File: config.mk
export PLATFORM = sky130hd
export DESIGN_NAME = miller_rabin_witness_round_top
export DESIGN_NICKNAME = d
export VERILOG_FILES = /design/src/rtl/mrw_pkg.sv /design/src/rtl/miller_rabin_witness_round_top.sv /design/src/rtl/mrw_modstep.sv /design/src/rtl/mrw_mulmod.sv
export SDC_FILE = /design/constraint.sdc
export NUM_CORES = 2
export LEC_CHECK = 0
export ABC_AREA = 1
export BUFFER_PORTS_ARGS = -buffer_cell sky130_fd_sc_hd__buf_2
export CAP_MARGIN = 10
export CORE_ASPECT_RATIO = 0.5
export CORE_MARGIN = 3
export CORE_UTILIZATION = 50
export DETAILED_ROUTE_END_ITERATION = 8
export GPL_TIMING_DRIVEN = 0
export PLACE_DENSITY = 0.79
export SLEW_MARGIN = 20
export SYNTH_ARGS = -nofsm -noshare
export SYNTH_HDL_FRONTEND = slang
export SYNTH_SLANG_ARGS = --single-unit
File: constraint.sdc
create_clock -name clk -period 6.98 [get_ports clk]
set_input_delay 1.047 -clock clk [delete_from_list [all_inputs] [get_ports clk]]
set_output_delay 1.047 -clock clk [all_outputs]
set_load 0.03 [all_outputs]
File: src/rtl/mrw_pkg.sv
// shared types and constants of the miller-rabin witness round
package mrw_pkg;

    localparam int WORD_BITS = 63;
    localparam int CNT_W     = $clog2(WORD_BITS + 1);
    localparam int EXP_W     = 6;

    typedef logic [WORD_BITS-1:0] word_t;

    typedef enum logic [0:0] {
        OP_MUL = 1'b0,
        OP_MOD = 1'b1
    } mm_op_t;

    typedef struct packed {
        logic   start;
        mm_op_t op;
        word_t  opa;
        word_t  opb;
    } mm_req_t;

    typedef struct packed {
        logic  done;
        word_t result;
    } mm_rsp_t;

endpackage

File: src/rtl/miller_rabin_witness_round_top.sv
// miller-rabin witness round: sequencer over a shared modular product unit
//
// usage: drive modulus_n, odd_part, two_power and witness_base and raise start
// while busy is low; the transaction is taken at that clock edge and busy stays
// high until the verdict is out. the verdict appears on probably_prime for one
// cycle with done high; the receiver cannot stall, so it must take it then.
// probably_prime is 1 when the base does not witness compositeness, 0 when the
// base witnesses compositeness or the modulus is below three.
// the base is first reduced modulo n, and every modular product then runs in
// the shared shift-and-add unit. the exponentiation runs one squaring per
// exponent bit and one multiply per set bit, then up to two_power - 1 further
// squarings follow. one transaction at a time.
// reset returns the sequencer to idle and drops any transaction in flight.
module miller_rabin_witness_round_top
    import mrw_pkg::*;
(
    input  logic                 clk,
    input  logic                 rst_n,
    input  logic                 start,
    output logic                 busy,
    input  logic [WORD_BITS-1:0] modulus_n,
    input  logic [WORD_BITS-1:0] odd_part,
    input  logic [EXP_W-1:0]     two_power,
    input  logic [WORD_BITS-1:0] witness_base,
    output logic                 done,
    output logic                 probably_prime
);

    typedef enum logic [8:0] {
        ST_IDLE     = 9'b000000001,
        ST_REDUCE   = 9'b000000010,
        ST_POW_TEST = 9'b000000100,
        ST_POW_MUL  = 9'b000001000,
        ST_POW_SQR  = 9'b000010000,
        ST_CHECK    = 9'b000100000,
        ST_SQR_TEST = 9'b001000000,
        ST_SQR_WAIT = 9'b010000000,
        ST_DONE     = 9'b100000000
    } state_t;

    state_t             state_reg, state_next;
    word_t              n_reg, n_next;
    word_t              e_reg, e_next;
    word_t              b_reg, b_next;
    word_t              x_reg, x_next;
    logic [EXP_W-1:0]   r_reg, r_next;
    logic [EXP_W-1:0]   i_reg, i_next;
    logic               verdict_reg, verdict_next;

    mm_req_t            mm_req;
    mm_rsp_t            mm_rsp;
    word_t              nm1;

    assign nm1 = n_reg - 1'b1;

    mrw_mulmod u_mulmod (
        .clk     (clk),
        .rst_n   (rst_n),
        .req     (mm_req),
        .modulus (n_reg),
        .rsp     (mm_rsp)
    );

    always_comb
    begin
        state_next   = state_reg;
        n_next       = n_reg;
        e_next       = e_reg;
        b_next       = b_reg;
        x_next       = x_reg;
        r_next       = r_reg;
        i_next       = i_reg;
        verdict_next = verdict_reg;
        mm_req.start = 1'b0;
        mm_req.op    = OP_MUL;
        mm_req.opa   = x_reg;
        mm_req.opb   = b_reg;

        case (state_reg)
            ST_IDLE:
            begin
                if (start)
                begin
                    n_next = modulus_n;
                    e_next = odd_part;
                    r_next = two_power;
                    b_next = witness_base;
                    if (modulus_n < WORD_BITS'(3))
                    begin
                        verdict_next = 1'b0;
                        state_next   = ST_DONE;
                    end
                    else
                    begin
                        state_next = ST_REDUCE;
                    end
                end
            end
            ST_REDUCE:
            begin
                // wait for the reduction of the base issued on entry
                if (mm_rsp.done)
                begin
                    b_next     = mm_rsp.result;
                    x_next     = WORD_BITS'(1);
                    state_next = ST_POW_TEST;
                end
            end
            ST_POW_TEST:
            begin
                if (e_reg == '0)
                begin
                    state_next = ST_CHECK;
                end
                else if (e_reg[0])
                begin
                    mm_req.start = 1'b1;
                    mm_req.opa   = x_reg;
                    mm_req.opb   = b_reg;
                    state_next   = ST_POW_MUL;
                end
                else
                begin
                    mm_req.start = 1'b1;
                    mm_req.opa   = b_reg;
                    mm_req.opb   = b_reg;
                    state_next   = ST_POW_SQR;
                end
            end
            ST_POW_MUL:
            begin
                if (mm_rsp.done)
                begin
                    x_next       = mm_rsp.result;
                    mm_req.start = 1'b1;
                    mm_req.opa   = b_reg;
                    mm_req.opb   = b_reg;
                    state_next   = ST_POW_SQR;
                end
            end
            ST_POW_SQR:
            begin
                if (mm_rsp.done)
                begin
                    b_next     = mm_rsp.result;
                    e_next     = e_reg >> 1;
                    state_next = ST_POW_TEST;
                end
            end
            ST_CHECK:
            begin
                if ((x_reg == WORD_BITS'(1)) || (x_reg == nm1))
                begin
                    verdict_next = 1'b1;
                    state_next   = ST_DONE;
                end
                else
                begin
                    i_next     = EXP_W'(1);
                    state_next = ST_SQR_TEST;
                end
            end
            ST_SQR_TEST:
            begin
                if (i_reg < r_reg)
                begin
                    mm_req.start = 1'b1;
                    mm_req.opa   = x_reg;
                    mm_req.opb   = x_reg;
                    state_next   = ST_SQR_WAIT;
                end
                else
                begin
                    verdict_next = 1'b0;
                    state_next   = ST_DONE;
                end
            end
            ST_SQR_WAIT:
            begin
                if (mm_rsp.done)
                begin
                    x_next = mm_rsp.result;
                    if (mm_rsp.result == nm1)
                    begin
                        verdict_next = 1'b1;
                        state_next   = ST_DONE;
                    end
                    else
                    begin
                        i_next     = i_reg + 1'b1;
                        state_next = ST_SQR_TEST;
                    end
                end
            end
            ST_DONE:
            begin
                state_next = ST_IDLE;
            end
            default:
            begin
                state_next = ST_IDLE;
            end
        endcase

        // reduction of the base is issued on the way into the reduce state
        if ((state_reg == ST_IDLE) && (state_next == ST_REDUCE))
        begin
            mm_req.start = 1'b1;
            mm_req.op    = OP_MOD;
            mm_req.opa   = '0;
            mm_req.opb   = witness_base;
        end
    end

    always_ff @(posedge clk or negedge rst_n)
    begin
        if (!rst_n)
        begin
            state_reg   <= ST_IDLE;
            verdict_reg <= 1'b0;
            i_reg       <= '0;
        end
        else
        begin
            state_reg   <= state_next;
            verdict_reg <= verdict_next;
            i_reg       <= i_next;
        end
    end

    always_ff @(posedge clk)
    begin
        n_reg <= n_next;
        e_reg <= e_next;
        b_reg <= b_next;
        x_reg <= x_next;
        r_reg <= r_next;
    end

    assign busy           = (state_reg != ST_IDLE);
    assign done           = (state_reg == ST_DONE);
    assign probably_prime = verdict_reg;

endmodule

File: src/rtl/mrw_modstep.sv
// one shift-and-add step with conditional subtraction of the modulus
module mrw_modstep
    import mrw_pkg::*;
(
    input  word_t acc,
    input  word_t addend,
    input  logic  add_en,
    input  logic  shift_in,
    input  word_t modulus,
    output word_t acc_out,
    output word_t addend_out
);

    logic [WORD_BITS:0] mod_ext;
    logic [WORD_BITS:0] sum;
    logic [WORD_BITS:0] sum_red;
    logic [WORD_BITS:0] shifted;
    logic [WORD_BITS:0] shifted_red;

    always_comb
    begin
        mod_ext     = {1'b0, modulus};
        sum         = {1'b0, acc} + {1'b0, addend};
        sum_red     = (sum >= mod_ext) ? (sum - mod_ext) : sum;
        shifted     = {addend, shift_in};
        shifted_red = (shifted >= mod_ext) ? (shifted - mod_ext) : shifted;
        acc_out     = add_en ? sum_red[WORD_BITS-1:0] : acc;
        addend_out  = shifted_red[WORD_BITS-1:0];
    end

endmodule

File: src/rtl/mrw_mulmod.sv
// iterative modular product and modular reduction around one step unit
module mrw_mulmod
    import mrw_pkg::*;
(
    input  logic    clk,
    input  logic    rst_n,
    input  mm_req_t req,
    input  word_t   modulus,
    output mm_rsp_t rsp
);

    logic               busy_reg, busy_next;
    logic               done_reg, done_next;
    mm_op_t             op_reg, op_next;
    word_t              acc_reg, acc_next;
    word_t              addend_reg, addend_next;
    word_t              y_reg, y_next;
    logic [CNT_W-1:0]   cnt_reg, cnt_next;

    word_t              step_acc;
    word_t              step_addend;
    logic               add_en;
    logic               shift_in;
    logic               finished;

    // multiply consumes the multiplier lsb first, reduction feeds the dividend msb first
    assign add_en   = (op_reg == OP_MUL) && y_reg[0];
    assign shift_in = (op_reg == OP_MOD) && y_reg[WORD_BITS-1];
    assign finished = (op_reg == OP_MUL) ? (y_reg == '0)
                                         : (cnt_reg == CNT_W'(WORD_BITS));

    mrw_modstep u_step (
        .acc        (acc_reg),
        .addend     (addend_reg),
        .add_en     (add_en),
        .shift_in   (shift_in),
        .modulus    (modulus),
        .acc_out    (step_acc),
        .addend_out (step_addend)
    );

    always_comb
    begin
        busy_next   = busy_reg;
        done_next   = 1'b0;
        op_next     = op_reg;
        acc_next    = acc_reg;
        addend_next = addend_reg;
        y_next      = y_reg;
        cnt_next    = cnt_reg;
        if (req.start)
        begin
            busy_next   = 1'b1;
            op_next     = req.op;
            acc_next    = '0;
            addend_next = (req.op == OP_MUL) ? req.opa : '0;
            y_next      = req.opb;
            cnt_next    = '0;
        end
        else if (busy_reg)
        begin
            if (finished)
            begin
                busy_next = 1'b0;
                done_next = 1'b1;
            end
            else
            begin
                acc_next    = step_acc;
                addend_next = step_addend;
                y_next      = (op_reg == OP_MUL) ? (y_reg >> 1) : (y_reg << 1);
                cnt_next    = cnt_reg + 1'b1;
            end
        end
    end

    always_ff @(posedge clk or negedge rst_n)
    begin
        if (!rst_n)
        begin
            busy_reg <= 1'b0;
            done_reg <= 1'b0;
            op_reg   <= OP_MUL;
            cnt_reg  <= '0;
        end
        else
        begin
            busy_reg <= busy_next;
            done_reg <= done_next;
            op_reg   <= op_next;
            cnt_reg  <= cnt_next;
        end
    end

    always_ff @(posedge clk)
    begin
        acc_reg    <= acc_next;
        addend_reg <= addend_next;
        y_reg      <= y_next;
    end

    assign rsp.done   = done_reg;
    assign rsp.result = (op_reg == OP_MUL) ? acc_reg : addend_reg;

endmodule
==> qor.csv <==
stage,metric,value,unit
worst_setup_path,r2r-end,u_mulmod.addend_reg[55],
clocking,cts_max_path_buffers,3,
clocking,cts_made_buffers,47,
timing,relSlewSlack,11.0,%
worst_setup_path,endpoint_kind,flop,
grt,use_met2,57.6,%
synthesis,synth_top_area_share,26.8,%
clocking,cts_tree,built,
timing,worst_pin_slew,1.32,ns
die,die_w,421,um
synthesis,yosys_most_used_dff,edfxtp_1,
die,initial_core_util,50.9,%
finish,final.fill_count,8472,
clocking,clk_pin_slew,0.07,ns
die,floorplan.rows,75,
power,power.leakage,21.7,nW
route,drcViolationCount,0,
worst_setup_path,ff2ff_setup_slack,0.52,ns
clocking,insertion_delay,0.66,ns
clocking,cts-root-buf,clkbuf_16,
finish,area_growth,10.1,%
worst_setup_path,cp.arrival,6.84,ns
synthesis,synth-seq-area-share,31.2,%
synthesis,ys_types,62,
worst_setup_path,rr_startpoint,u_mulmod.op_reg,
die,dieArea,89800,sq um
worst_setup_path,cp-start-kind,flop,
timing,rsz0062_at_grt,no,
synthesis,ys_warn_count,0,
finish,post_route_cells_drive_above_1_share,6.61,%
synthesis,ys_seq_elements,472,
worst_setup_path,cp-endpoint,u_mulmod.addend_reg[55],
synthesis,avgSynthCellArea,6.70,sq um
synthesis,netlist_top_cells_area,"edfxtp_1, nand2_1, inv_1",
finish,seq_area,13400,sq um
route,via_per_inst,6.12,
route,dr.pass1.iters,9,
timing,fmax,0.155,GHz
grt,grt_max_degree,64,
clocking,postCtsSetupBuffers,0,
finish,multi_input_area,25800,sq um
route,post_drt_wl_per_cell,25.2,um
finish,final_cell_mix,"nand2_1, inv_1, nor2_1, nand3_1, o21ai_0",
worst_setup_path,crit_start,u_mulmod.op_reg,
route,dr.first_iter.drc_count,8312,
grt,overflow,0,
route,antenna_left,0,
grt,use_met1,60.5,%
timing,finalClockSkew,0.0749,ns
placement,gp_congestion,1.11,
finish,final_nets,7082,
run,drv_cap,0,
placement,place_hpwl,169000,um
worst_hold_path,hold_path_class,in -> async,
timing,slew_violations,0,
timing,min_period,6.46,ns
synthesis,synth_top_cell_by_area,edfxtp_1,
synthesis,synthCells,6422,
synthesis,netlist_area,43000,sq um
power,p_per_area,425,nW/um^2
grt,grt.total_usage,42.7,%
worst_setup_path,r2r_cells,19,
grt,antenna_found_initial,12,
timing,layout_setup_ws,0.518,ns
worst_setup_path,path_max_fanout,10,
power,ir_drop,0.213,mV
synthesis,synth_edf_count,384,
grt,grt_pass1_wl,278000,um
outcome,status,completed,
clocking,htreeDepth,2,
clocking,cts_num_sinks,472,
clocking,cts_hold_buffers,0,
grt,grt_pass1_vias,43005,
route,vias,48277,
die,ios,201,
die,die_h,213,um
synthesis,synth_nets,6820,
worst_setup_path,critPathKind,reg -> reg,
timing,setup_viol,0,
placement,portBuffers,200,
worst_setup_path,critical_path_required,7.36,ns
synthesis,async_flop_share,5.30,%
die,coreArea,84500,sq um
timing,fin_crit_sh,92.6,%
timing,whs,0.388,ns
placement,post-place-ws,0.916,ns
clocking,cts_resized,0,
grt,busiest_layer,met1,
timing,hold_viol,0,
finish,mostFrequentLayoutCell,nand2_1,
route,wl,199000,um
grt,grt_use_met3,17.9,%
==> synth_stat cells (20+ instances only) <==
master	n
a21o_1	32
a21oi_1	300
a31oi_1	92
buf_1	20
buf_2	20
clkbuf_1	151
dfrtp_1	24
dfxtp_1	63
edfxtp_1	384
ha_1	197
inv_1	813
mux2i_1	29
nand2_1	1711
nand3_1	445
nand3b_1	39
nand4_1	127
nor2_1	794
nor3_1	44
nor4_1	70
o211ai_1	43
o21a_1	29
o21ai_0	408
o21ai_1	24
o21bai_1	30
o221ai_1	49
o31ai_1	64
o32ai_1	63
or2_2	50
xnor2_1	40
xor2_1	131
==> worst max-delay path, stage by stage (launching register included) <==
cell	delay (ns)
dfrtp_1	0.70
buf_2	0.38
buf_4	0.29
clkbuf_1	0.57
nand2_1	0.62
ha_1	0.45
fa_1	0.49
o21a_1	0.28
o21ai_2	0.16
nand2_1	0.11
o21ai_2	0.35
a21boi_1	0.20
o21ai_2	0.28
nand2_2	0.14
nand3_2	0.18
buf_6	0.19
buf_4	0.28
nand2_1	0.08
nor2_1	0.30
o21ai_1	0.10
==> power breakdown <==
group | switching (W) | internal (W)
Clock | 0.00128 | 0.00138
Combinational | 0.00854 | 0.00385
Sequential | 0.000902 | 0.00421
Total | 0.0107 | 0.00944
==> worst min path at each step <==
| stage | from | end | slack (ns) |
|---|---|---|---|
| finish | rst_n | u_mulmod.cnt_reg[4] | 0.39 |
| CTS | rst_n | u_mulmod.op_reg | 0.40 |
| floorplan | u_mulmod.acc_reg[22] | u_mulmod.acc_reg[22] | 0.46 |
| global placement | u_mulmod.acc_reg[19] | u_mulmod.acc_reg[19] | 0.47 |
| global route | rst_n | u_mulmod.cnt_reg[4] | 0.44 |
| detailed placement | u_mulmod.acc_reg[19] | u_mulmod.acc_reg[19] | 0.49 |
==> logic make-up (layout without fill, tap and decap cells) <==
family / after synthesis / after routing / share of synthesized area [%]
xor+xnor: 174 / 174 / 3.64
fa+ha+maj: 200 / 200 / 5.87
flops: 472 / 472 / 31.2
simple gates: 3346 / 3346 / 33.1
other cells: 0 / 5 / 0
compound gates: 1180 / 1180 / 16.5
mux: 29 / 29 / 0.675
buf+inv: 1021 / 1321 / 9.10
==> final cells by class <==
| class | instances | share of cell area [%] |
|---|---|---|
| sequential | 472 | 28.3 |
| timing repair buffer | 213 | 2.78 |
| antenna | 5 | 0.0264 |
| tap | 1155 | 3.05 |
| buffer | 205 | 1.80 |
| inverter | 816 | 6.47 |
| clock inverter | 22 | 0.341 |
| clock buffer | 65 | 2.88 |
| multi-input combinational | 4929 | 54.3 |
==> metrics by stage <==
step           cells  setup TNS (ns)  cell area (sq um)  power, W  util (%)
2_1_floorplan   6422               0              43000    0.0128         -
5_1_grt         7877               0              47400    0.0212      56.0
6_report        7882               0              47400    0.0202      56.1
4_1_cts         7877               0              47400    0.0194      56.0
3_5_place_dp    7790               0              45900    0.0168      54.2
3_3_place_gp    7777         -358.04              45500    0.0166      53.8
==> routing by layer <==
metal | vias up | wire length, um
met1 | 22053 | 80300
met5 | - | 82
met2 | 3561 | 74500
li1 | 22213 | -
met4 | 12 | 8370
met3 | 438 | 35600
Power figures use the tool's default switching activity.
